--- src/hw/rtl/smgr_pkg.sv ---
// ----------------------------------------------------------------------------
// Set gap and range package
// Sizes, handshake structs between controller and datapath, and the
// difference helper that the datapath uses.
// ----------------------------------------------------------------------------
package smgr_pkg;

   localparam int CAPACITY = 1024;
   localparam int VALUE_W  = 32;
   localparam int SIZE_W   = 11;
   localparam int ADDR_W   = $clog2(CAPACITY);
   localparam int COUNT_W  = $clog2(CAPACITY + 1);
   localparam int LIMIT_W  = (COUNT_W > SIZE_W) ? COUNT_W : SIZE_W;

   typedef struct packed {
      logic load;
      logic scan;
      logic commit;
      logic result;
   } cmd_type;

   typedef struct packed {
      logic full;
      logic empty;
      logic scan_done;
      logic out_free;
   } status_type;

   function automatic logic [VALUE_W-1:0] abs_diff(input logic [VALUE_W-1:0] a,
                                                   input logic [VALUE_W-1:0] b);
      logic [VALUE_W-1:0] ab;
      logic [VALUE_W-1:0] ba;
      ab = a - b;
      ba = b - a;
      return ($signed(a) < $signed(b)) ? ba : ab;
   endfunction

endpackage

--- src/hw/rtl/smgr_ctrl.sv ---
// ----------------------------------------------------------------------------
// Set gap and range controller
// Per item: check fill limit, scan unless empty, commit unless full, report.
// ----------------------------------------------------------------------------
module smgr_ctrl (
   input  logic                 clock,
   input  logic                 reset,
   input  logic                 req_valid,
   output logic                 req_ready,
   input  smgr_pkg::status_type status,
   output smgr_pkg::cmd_type    cmd
);
   import smgr_pkg::*;

   localparam logic [2:0] ST_IDLE   = 3'd0;
   localparam logic [2:0] ST_CHECK  = 3'd1;
   localparam logic [2:0] ST_SCAN   = 3'd2;
   localparam logic [2:0] ST_COMMIT = 3'd3;
   localparam logic [2:0] ST_RESULT = 3'd4;

   logic [2:0] state_ff;
   logic [2:0] state_in;

   always_comb begin
      state_in   = state_ff;
      cmd        = '0;
      req_ready  = 1'b0;
      case (state_ff)
         ST_IDLE: begin
            req_ready = 1'b1;
            if (req_valid) begin
               cmd.load = 1'b1;
               state_in = ST_CHECK;
            end
         end
         ST_CHECK: begin
            if (status.full) begin
               state_in = ST_RESULT;
            end else if (status.empty) begin
               state_in = ST_COMMIT;
            end else begin
               state_in = ST_SCAN;
            end
         end
         ST_SCAN: begin
            cmd.scan = 1'b1;
            if (status.scan_done) begin
               state_in = ST_COMMIT;
            end
         end
         ST_COMMIT: begin
            cmd.commit = 1'b1;
            state_in   = ST_RESULT;
         end
         ST_RESULT: begin
            if (status.out_free) begin
               cmd.result = 1'b1;
               state_in   = ST_IDLE;
            end
         end
         default: begin
            state_in = ST_IDLE;
         end
      endcase
   end

   always_ff @(posedge clock) begin
      if (reset) begin
         state_ff <= ST_IDLE;
      end else begin
         state_ff <= state_in;
      end
   end

endmodule

--- config.mk ---
export PLATFORM = sky130hd
export DESIGN_NAME = smgr_ctrl
export DESIGN_NICKNAME = d
export VERILOG_FILES = /design/src/hw/rtl/smgr_pkg.sv /design/src/hw/rtl/smgr_ctrl.sv
export SDC_FILE = /design/constraint.sdc
export NUM_CORES = 1
export LEC_CHECK = 0
export BUFFER_PORTS_ARGS = -buffer_cell sky130_fd_sc_hd__buf_2
export CAP_MARGIN = 0
export CORE_AREA = 2 2 39 41
export DETAILED_ROUTE_END_ITERATION = 10
export DIE_AREA = 0 0 41 43
export HOLD_SLACK_MARGIN = 0.05
export PLACE_DENSITY = 0.39
export SYNTH_ARGS = -nofsm -noshare
export SYNTH_HDL_FRONTEND = slang
export SYNTH_SLANG_ARGS = --single-unit
--- constraint.sdc ---
create_clock -name clock -period 3 [get_ports clock]
set_clock_uncertainty 0.2 [all_clocks]
set_input_delay 0.45 -clock clock [delete_from_list [all_inputs] [get_ports clock]]
set_output_delay 0.45 -clock clock [all_outputs]
set_load 0.01 [all_outputs]
==> results of run 1 <==
## power groups by stage
stage          logic, mW  clock network, mW  registers (mW)
3_5_place_dp      0.0264                  0          0.0501
6_report          0.0263             0.0693          0.0495
2_1_floorplan     0.0217                  0          0.0455
3_3_place_gp      0.0272                  0          0.0498
5_1_grt           0.0303             0.0789          0.0506
4_1_cts           0.0265             0.0723          0.0496
## area by class of cell
type                            count  area, um2
Clock buffer                        4       26.3
Fill cell                         160       1110
Multi-Input combinational cell     17        115
Sequential cell                     3       60.1
Tap cell                           16       20.0
Timing Repair Buffer               11       55.1
## metal layers
metal	up-vias	part of all wire
li1	105	-
met1	86	0.45
met2	7	0.47
met3	0	0.075
met4	0	0
met5	-	0
## cell families after synthesis
group / synth area share
flops: 0.314
compound gates: 0.137
buf+inv: 0.0849
mux: 0.0523
simple gates: 0.412
## how the worst min path moves through the flow
stage / from / to / slack (ns) / cells past startpoint
2_1_floorplan: state_ff[2] / state_ff[0] / 0.30 / 2
3_3_place_gp: state_ff[0] / state_ff[0] / 0.38 / 2
3_5_place_dp: state_ff[2] / state_ff[0] / 0.39 / 1
4_1_cts: reset / state_ff[0] / 0.22 / 2
5_1_grt: reset / state_ff[0] / 0.22 / 2
6_report: reset / state_ff[0] / 0.22 / 2
## critical path, cell delays in order (launching register included)
cell	delay (ns)
sky130_fd_sc_hd__dfxtp_1	0.38
sky130_fd_sc_hd__nor3_1	0.24
sky130_fd_sc_hd__and2_1	0.15
sky130_fd_sc_hd__buf_2	0.12
## cell usage after synthesis
| master | count | area, um2 |
|---|---|---|
| sky130_fd_sc_hd__and3_1 | 1 | 6.26 |
| sky130_fd_sc_hd__nor2_1 | 3 | 11.3 |
| sky130_fd_sc_hd__nor3b_1 | 1 | 7.51 |
| sky130_fd_sc_hd__and3b_2 | 1 | 10.0 |
| sky130_fd_sc_hd__nor3_1 | 2 | 10.0 |
| sky130_fd_sc_hd__buf_6 | 1 | 11.3 |
| sky130_fd_sc_hd__or3b_1 | 1 | 8.76 |
| sky130_fd_sc_hd__a211oi_2 | 1 | 12.5 |
| sky130_fd_sc_hd__and2_1 | 1 | 6.26 |
| sky130_fd_sc_hd__nand3b_1 | 1 | 7.51 |
| sky130_fd_sc_hd__nor2_2 | 1 | 6.26 |
| sky130_fd_sc_hd__dfxtp_1 | 3 | 60.1 |
| sky130_fd_sc_hd__mux2i_1 | 1 | 10.0 |
| sky130_fd_sc_hd__nand3_1 | 1 | 5.00 |
| sky130_fd_sc_hd__buf_2 | 1 | 5.00 |
| sky130_fd_sc_hd__a21oi_1 | 1 | 5.00 |
| sky130_fd_sc_hd__a211o_1 | 1 | 8.76 |
## per-stage QoR
stage,power [mW],instance area (um2),util
5_1_grt,0.160,277,0.200
4_1_cts,0.148,277,0.200
3_3_place_gp,0.0770,250,0.181
2_1_floorplan,0.0672,191,-
3_5_place_dp,0.0765,250,0.181
6_report,0.145,277,0.200
## placed cells by master (no fill, tap or decap), drive strengths merged
cell type / n
or3b: 1
nor2: 4
a211o: 1
nand3: 1
clkbuf: 4
a21oi: 1
and3b: 1
mux2i: 1
nand3b: 1
nor3: 2
a211oi: 1
dfxtp: 3
buf: 11
and2: 1
nor3b: 1
and3: 1
==> run summary, run 1 <==
The count of pins over their slew limit is 0. The cell area that synthesis handed to floorplanning was 191 um2. After detailed routing, the number of remaining DRC violations is 0. Pin count of the biggest net entering global routing: 10. The met1 usage is 0.0767. Sequential fraction of design power: 0.341. The tools report the master cell of the clock root buffer as sky130_fd_sc_hd__clkbuf_4.

Setup repair after global routing left no endpoint under its margin. When the netlist entered floorplanning its net count stood at 29. In this run the core area contains 14 standard-cell rows.

During I/O placement, the number of pins put on the boundary was 12. Relative to the synthesized area, the layout overhead comes to 44.4%. After detailed routing, the average wire length per cell comes to 8.37 um. At the end of the flow, the number of nets in the layout was 43.

TritonCTS built the clock tree. The number of levels in the clock H-tree came out at 1. The number of global-route vias before repair was 183; the routability congestion estimate was 0.676.

In this run the mean area of a mapped cell was 8.70 um2. In this run the static leakage power is 0.130 nW. Input and output buffers added on the ports amount to 11.

The worst-case IR drop observed on VDD is 0.0939 mV. Worst relative slew slack: 0.816. Initial core utilization: 0.138. Hold timing on the final database bottoms out at a slack of 0.221 ns. Synthesis inferred 3 register bits. Counting the buffers created by CTS gives 3.

The ratio of cells with drive above 1 in the final layout is 0.486. Chip height: 43 um. Largest buffer count on any clock path: 2. Setup slack closes at 1.24 ns. Global-route met2 utilization: 0.0719.

The flip-flop count of the largest register after layout is 3. Placeable core region: 1380 um2. The worst endpoint required time is 2.35 ns. The nature of the critical path startpoint is a register. The flow ran to the end, and the final reports show no timing, DRC or antenna violations.

The part of the total power dissipated in the clock network came out at 0.477. Before CTS, the worst setup slack after placement is 1.49 ns. Category of the worst setup path capture point: an output port. For the internal power consumption, the log shows 0.107 mW.

The number of endpoints failing setup at the final stage was 0; the overall routing resource usage was 0.0711. The worst reg-to-reg setup slack was 1.67 ns. Dividing total power by cell area gives a power density of 525 nW/um2. After clock tree synthesis, the clock-pin slew on the worst setup and hold paths is 0.04 ns.

The total count of hold-check failures in the final report is 0. The tools report the origin of the critical flop-to-flop path as state_ff[2]. For the pin with the worst max-slew slack, the measured transition is 0.276 ns. Summed over all layers, the routed wires come to 427 um. The tools report the area of the die as 1760 um2. state_ff holds more flip-flops than any other register. The final instance count without filler cells came out at 51. The worst-skew pair later-pin latency was 0.23 ns. The critical path starts at state_ff[1]. The tool flagged a number of max-cap violations equal to 0. The first detailed-routing pass took 2 iterations. Summed over all nets, the switching power comes to 0.0376 mW. For the global-route wire length before repair, the log shows 710 um. The global routing usage on met3 was 0.0314; the hold buffer count at cts was 0. The run gives 17 as the number of distinct library cell variants in the gate-level netlist after synthesis.

The critical path class was register to output port. In this run the most used layer during global routing was met4. Number of cells on the worst reg-to-reg path: 3. Counting I/O delays and the setup requirement, the final critical path takes 1.76 ns. The kind of path behind the tightest hold check is input port to register.

The proportion of total power due to net switching was 0.259. For the final routed database, the setup TNS stands at 0 ns. Of all nets on the critical path, the largest fanout is 8. The detailed router placed 198 vias in this run. The share of the clock period used by the worst path after layout is 0.586. The number of sinks handled by clock tree synthesis is 3. Gates resized during post-CTS repair numbered 0. The DRC violation total after the first TritonRoute iteration is 1. The arrival time of the worst setup path was 1.11 ns; the number of antenna violations at the first check in global routing was 0. After technology mapping, the gate count stands at 22.

The largest registers in the layout are state_ff x3. Once the clock tree was built, the setup fixing pass inserted 0 buffers. The x dimension of the die is 41 um, and the per-cell via count in the routed design is 3.88.

The total global routing overflow was 0. The Yosys step of the flow raised 0 warnings. The termination of the worst setup path is cmd[3]. The share of power burned in combinational logic was 0.181; the highest attainable clock frequency was 569 MHz.

The antenna violation net count after detailed routing is 0, and the total instance count after detailed placement is 47. 0 antenna diodes ended up in the layout. The tools report the sequential element share of the synthesized area as 0.314. The tools report the capture point of the worst reg-to-reg path as state_ff[0].
No activity file was read; power rests on OpenSTA's default activity.
==> inputs of run 2 (changes only) <==
==> constraint.sdc (replaced) <==
create_clock -name clock -period 1.69 [get_ports clock]
set_clock_uncertainty 0.2 [all_clocks]
set_input_delay 0.2535 -clock clock [delete_from_list [all_inputs] [get_ports clock]]
set_output_delay 0.2535 -clock clock [all_outputs]
set_load 0.01 [all_outputs]
==> run 2 against run 1 <==
Against the previous run: design area is 5.4% higher; sequential cell count did not move; total power up 84%; sequential share of layout area down 1.1 points; combinational power rose by 87%; critical path depth unchanged; via count grew 6.1%; non-clock buffer count grew 1; wire length grew 7.5%; global-route usage shrank 1.3 points; largest power group unchanged.
==> run summary, run 2 (synthesis results as in run 1) <==
Setup repair after global routing left no endpoint under its margin. Buffers added to address setup during post-CTS repair amount to 0. Placeable core region: 1380 um2. Entering global routing, the biggest net connects 10 pins. Walking the worst path, the cells encountered are nor2_1, and3_1, buf_2. In this run the tool buffered the top-level ports with 11 buffer cells.

The number of levels in the clock H-tree is 1. Category of the worst setup path capture point: an output port. The nature of the critical path startpoint is a register.

The design draws 0.267 mW. The ratio of cells with drive above 1 in the final layout came out at 0.500. The capture point of the worst reg-to-reg path is state_ff[0]. The register with the most flip-flops in the layout has 3 of them. 12 I/O pins were placed. Static timing analysis puts the maximum clock frequency at 640 MHz. For this run, the slowest stage of the critical path takes 0.48 ns. The number of global-route vias before repair is 174, and the final layout net count is 44. The library cell contributing the largest single delay on the critical path was sky130_fd_sc_hd__dfxtp_1.

The highest net fanout along the worst path is 8, and the antenna violation net count after detailed routing is 0. Across the run, the number of max-cap violations was 0. For this block, the initial DRC count from the detailed router was 4. TritonCTS built the clock tree. Leaving out filler cells and counting taps, the final layout contains 52.

The tools report the number of sinks handled by clock tree synthesis as 3. The worst hold path belongs to the class input port to register. Count of vias placed by the detailed router: 210. The number of clock buffers inserted by TritonCTS was 3.

Registers take 60.1 um2. For the worst setup path, the data required time is 1.24 ns. The first global-routing pass estimated 662 um of wire.

VDD sags by at most 0.217 mV. The shortest clock period the worst path allows after layout is 1.56 ns, and the per-cell via count in the routed design is 4.04. In this run the horizontal extent of the chip is 41 um.

For the worst-skew pair, the clock arrives at the later sink with an insertion delay of 0.24 ns. The logs give 0.138 for the initial core utilization and 0 ns for the setup TNS after final layout. The tools report the endpoint with the worst hold slack as state_ff[2]. The run gives 0.690 as the routability congestion estimate. The number of antenna violations at the first check in global routing was 0; the number of iterations in the first detailed-routing pass was 2. Including well taps, the total number of placed cells is 47. The floorplan step set the die height to 43 um. The largest registers in the layout are state_ff x3.

After clock tree synthesis, the clock-pin slew on the worst setup and hold paths is 0.04 ns. The static leakage was 0.136 nW. The critical path class was register to output port. The largest buffer count on any clock path came out at 2. For the total global routing overflow, the log shows 0.

Setup violations remaining at the end of the flow were counted as 0. In the routed design, unresolved DRC markers number 0. Power density of the placed cells: 915 nW/um2. The overall routing resource usage was 0.0582; the worst reg-to-reg setup slack was 0.32 ns. The tools report the area of the die as 1760 um2.

Counting flops per register, the top entry is state_ff. The total count of hold-check failures in the final report was 0. Leaving out fill and tap cells, the most frequent cell in the layout is sky130_fd_sc_hd__buf_2. Share of the clock period used by the worst path after layout: 0.924.

Wires add up to 459 um. The wire-length estimate of the detail-placed layout is 327 um. For the worst relative slew slack, the log shows 0.788.

The startpoint of the lowest-slack hold path is status[0]. For the worst setup path, the data arrival time is 1.11 ns. The number of cells on the worst reg-to-reg path is 3.

For the pin with the worst max-slew slack, the measured transition is 0.317 ns. Counting the fill cells in the layout gives 152. The run gives 0 as the count of pins over their slew limit. Origin of the critical flop-to-flop path: state_ff[2]. Number of diodes: 0. The tools report the master cell of the clock root buffer as sky130_fd_sc_hd__clkbuf_4. After detailed routing, the average wire length per cell comes to 8.83 um. The total area of multi-input combinational cells was 120 um2. The flow ran to the end, and the final reports show no timing, DRC or antenna violations.

The initialized floorplan defines 14 standard-cell rows. Counting instances, the worst hold path has a depth of 3. The area added between synthesis and finish was 52.3%. The top cell types in the final layout, fill and taps aside, are sky130_fd_sc_hd__buf_2 (11), sky130_fd_sc_hd__nor2_1 (3), sky130_fd_sc_hd__clkbuf_4 (3), sky130_fd_sc_hd__dfxtp_1 (3).
[run 2: worst max-delay path: cells and delay by family (launching register included)]
kind / cells / cell delay, ns
buffers and inverters: 1 / 0.13
DFF: 1 / 0.48
and+or+nand+nor: 2 / 0.27
[run 2: worst max-delay path by stage]
stage,startpoint,slack [ns],to,depth (start not counted)
floorplan,state_ff[0],0.25,cmd[3],3
global placement,state_ff[1],0.35,cmd[3],3
detailed placement,state_ff[2],0.35,state_ff[0],3
CTS,state_ff[1],0.10,cmd[3],3
global route,state_ff[1],0.05,cmd[3],3
finish,state_ff[0],0.13,cmd[0],3
[run 2: layout make-up]
type | count | share of cell area
multi-input cells | 17 | 0.412
repair buffers | 12 | 0.223
well taps | 16 | 0.0687
flip-flops and latches | 3 | 0.206
clock buffers | 4 | 0.0901
[run 2: routing by layer]
layer | track usage | wire length, um | up-vias
li1 | - | - | 105
met1 | 0.0737 | 205 | 96
met2 | 0.0719 | 219 | 9
met3 | 0 | 34 | 0
met4 | 0.0800 | 0 | 0
met5 | 0 | 0 | -
[run 2: power breakdown]
group          internal, mW  switching [mW]
logic                0.0284          0.0208
clock network        0.0887          0.0401
registers            0.0765          0.0123
total                 0.194          0.0731
[run 2: stage by stage]
step / setup slack [ns] / util / hold slack [ns] / area [um2]
floorplan: 0.251 / - / 0.118 / 191
global placement: 0.349 / 0.181 / 0.260 / 250
detailed placement: 0.349 / 0.181 / 0.256 / 250
CTS: 0.100 / 0.207 / 0.0890 / 287
global route: 0.0518 / 0.211 / 0.108 / 292
finish: 0.128 / 0.211 / 0.100 / 292
[run 2: timing repair]
| item | 4_1_cts | 5_1_grt |
|---|---|---|
| hold endpoints to repair | 3 | 0 |
| gates resized for setup | 0 | 1 |
| endpoints found under the setup margin | 0 | 1 |
| hold buffers | 1 | 0 |
==> inputs of run 3 (changes only) <==
--- a/config.mk
+++ b/config.mk
@@ -5,13 +5,14 @@
 export SDC_FILE = /design/constraint.sdc
 export NUM_CORES = 1
 export LEC_CHECK = 0
-export BUFFER_PORTS_ARGS = -buffer_cell sky130_fd_sc_hd__buf_2
+export BUFFER_PORTS_ARGS = -buffer_cell sky130_fd_sc_hd__buf_4
 export CAP_MARGIN = 0
 export CORE_AREA = 2 2 39 41
 export DETAILED_ROUTE_END_ITERATION = 10
 export DIE_AREA = 0 0 41 43
 export HOLD_SLACK_MARGIN = 0.05
 export PLACE_DENSITY = 0.39
+export SKIP_CTS_REPAIR_TIMING = 1
 export SYNTH_ARGS = -nofsm -noshare
 export SYNTH_HDL_FRONTEND = slang
 export SYNTH_SLANG_ARGS = --single-unit
==> run 3 against run 2 <==
Against the previous run: critical path depth is the same; combinational power grew 19%; fmax shrank 0.79%; wire length grew 8.1%; sequential power shrank 1%; design area grew 7.7%; highest routed layer is now met4.
==> run summary, run 3 (synthesis results as in run 1) <==
The power consumption was 0.278 mW; the area added between synthesis and finish was 64.1%. The run finished with clean final reports. The switching power summed over all nets is 0.0760 mW, and the average detailed-routed wire length per instance is 9.54 um.

The flip-flop count of the largest register after layout was 3. The worst path in the final design needs a cycle of 1.57 ns, including I/O delays and setup. In the final layout, the multi-input gates occupy 115 um2. The count of pins over their slew limit is 0. The number of iterations in the first detailed-routing pass was 3. The final layout net count was 44. The worst setup path is launched from a register. Leaving out fill and tap cells, the most frequent cells in the layout are sky130_fd_sc_hd__buf_4 (11), sky130_fd_sc_hd__nor2_1 (3), sky130_fd_sc_hd__clkbuf_4 (3), sky130_fd_sc_hd__dfxtp_1 (3), sky130_fd_sc_hd__nor3_1 (2). The tools report the total routed wirelength as 496 um. The tightest min-delay check is of the input port to register type. At the pin with the least slew margin, the transition time is 0.286 ns. Final instance count without filler cells: 52. The tools report the largest vdd supply drop as 0.335 mV.

The internal power of the cells totals 0.202 mW. STA puts the critical path data arrival time at 1.12 ns. The clock passes through at most 2 buffers. The number of global-route vias before repair is 183. The share of the clock period used by the worst path after layout was 0.932.

The number of cell rows came out at 14. The cell sitting at the root of the clock tree is a sky130_fd_sc_hd__clkbuf_4. Routability congestion estimate: 0.677. The critical path class is register to output port. For the total instance count after detailed placement, the log shows 47.

The first global-routing pass estimated 738 um of wire. Registers take 60.1 um2. The tools report the overall routing resource usage as 0.0691. Count of max-cap constraint violations: 0.

For the part of the total power dissipated in the clock network, the log shows 0.472. The tools report the endpoint with the worst hold slack as state_ff[2]. The die is 41 um wide.

The tools report the count of vias placed by the detailed router as 209. The die covers 1760 um2. The highest attainable clock frequency was 635 MHz; the number of cells on the worst reg-to-reg path was 3. In the final timing run, aggregate negative setup slack is 0 ns.

The number of levels in the clock H-tree was 1. TritonCTS built the clock tree. The sequential fraction of design power came out at 0.316.

The category of the worst setup path capture point was an output port. At the worst endpoint, the required time is 1.24 ns. The run gives 12 as the number of placed I/O pins. The initial core utilization was 0.138; the per-cell via count in the routed design was 4.02.

The number of clock buffers inserted by TritonCTS was 3. Leaving out fill and tap cells, the most frequent cell in the layout is sky130_fd_sc_hd__buf_4. The tools report the capture point of the worst reg-to-reg path as state_ff[0]. The proportion of total power due to net switching works out to 0.274.

The ratio of cells with drive above 1 in the final layout was 0.472; the highest net fanout along the worst path was 8. The run gives 0.227 as the share of the core filled with cells. Along the worst hold path, the cell count comes to 3.

The DRC violation total after the first TritonRoute iteration was 1; the chip height was 43 um. The core region is 1380 um2. Register ranked first by flip-flop count: state_ff.

Setup repair after global routing left no endpoint under its margin. In this run the most critical hold path is launched from status[0]. Setup violations remaining at the end of the flow were counted as 0. The tree built by TritonCTS fans out to 3 sinks. The count of nets left with antenna violations once routing finished came out at 0. The largest registers in the layout are state_ff x3.

The startpoint identified for the worst register-to-register timing path is state_ff[2]. The number of antenna violations at the first check in global routing is 0, and the number of diodes is 0. The tools report the worst-skew pair later-pin latency as 0.24 ns. Entering global routing, the biggest net connects 10 pins. For this design the ratio of total power to cell area is 884 nW/um2.

The filler cells instantiated in the layout total 150. Buffers placed on the I/O ports in this run total 11. The total global routing overflow was 0; the worst reg-to-reg setup slack was 0.34 ns. The total count of hold-check failures in the final report is 0, and the worst relative slew slack is 0.809. The number of design rule violations left after detail routing came out at 0. The clock transition at the register clock pins on the worst setup and hold paths after CTS is 0.04 ns, and the static leakage is 0.141 nW. Share of power burned in combinational logic: 0.211.
-- run 3: cell counts in the layout (fill, tap and decap cells not counted) --
Identical to the previous run, type by type.
-- run 3: worst max-delay path by stage --
stage / start / endpoint / slack, ns / cells after the start
after floorplan: state_ff[0] / cmd[3] / 0.25 / 3
after global placement: state_ff[2] / state_ff[0] / 0.33 / 3
after detailed placement: state_ff[2] / state_ff[0] / 0.33 / 3
after CTS: state_ff[1] / cmd[3] / 0.1 / 3
after global routing: state_ff[1] / cmd[3] / 0.03 / 3
final: state_ff[1] / cmd[3] / 0.12 / 3
-- run 3: power by group through the flow --
stage,Sequential [mW],Clock [mW],Combinational [mW]
2_1_floorplan,0.0808,0,0.0385
3_3_place_gp,0.0889,0,0.0568
3_5_place_dp,0.0889,0,0.0578
4_1_cts,0.0877,0.137,0.0579
5_1_grt,0.0891,0.145,0.0642
6_report,0.0878,0.131,0.0586
-- run 3: metrics by stage --
| step | hold WS, ns | worst slack, ns | area (um2) |
|---|---|---|---|
| finish | 0.103 | 0.116 | 314 |
| global route | 0.121 | 0.0299 | 314 |
| CTS | -0.0195 | 0.0995 | 304 |
| detailed placement | 0.237 | 0.333 | 278 |
| global placement | 0.235 | 0.333 | 278 |
| floorplan | 0.118 | 0.251 | 191 |
-- run 3: area by class of cell --
type / count / share of cell area
Multi-Input combinational cell: 17 / 0.367
Timing Repair Buffer: 12 / 0.295
Tap cell: 16 / 0.0637
Sequential cell: 3 / 0.191
Clock buffer: 4 / 0.0837
-- run 3: critical path: stages, from the launching register on --
cell	delay, ns
sky130_fd_sc_hd__dfxtp_1	0.37
sky130_fd_sc_hd__nor3_1	0.24
sky130_fd_sc_hd__and2_1	0.15
sky130_fd_sc_hd__buf_4	0.11
-- run 3: layer usage --
metal  track usage  vias up  wire length, um
li1              -      108                -
met1        0.0799       88              212
met2        0.0813       11              224
met3        0.0314        2               38
met4        0.0800        0               20
met5             0        -                0
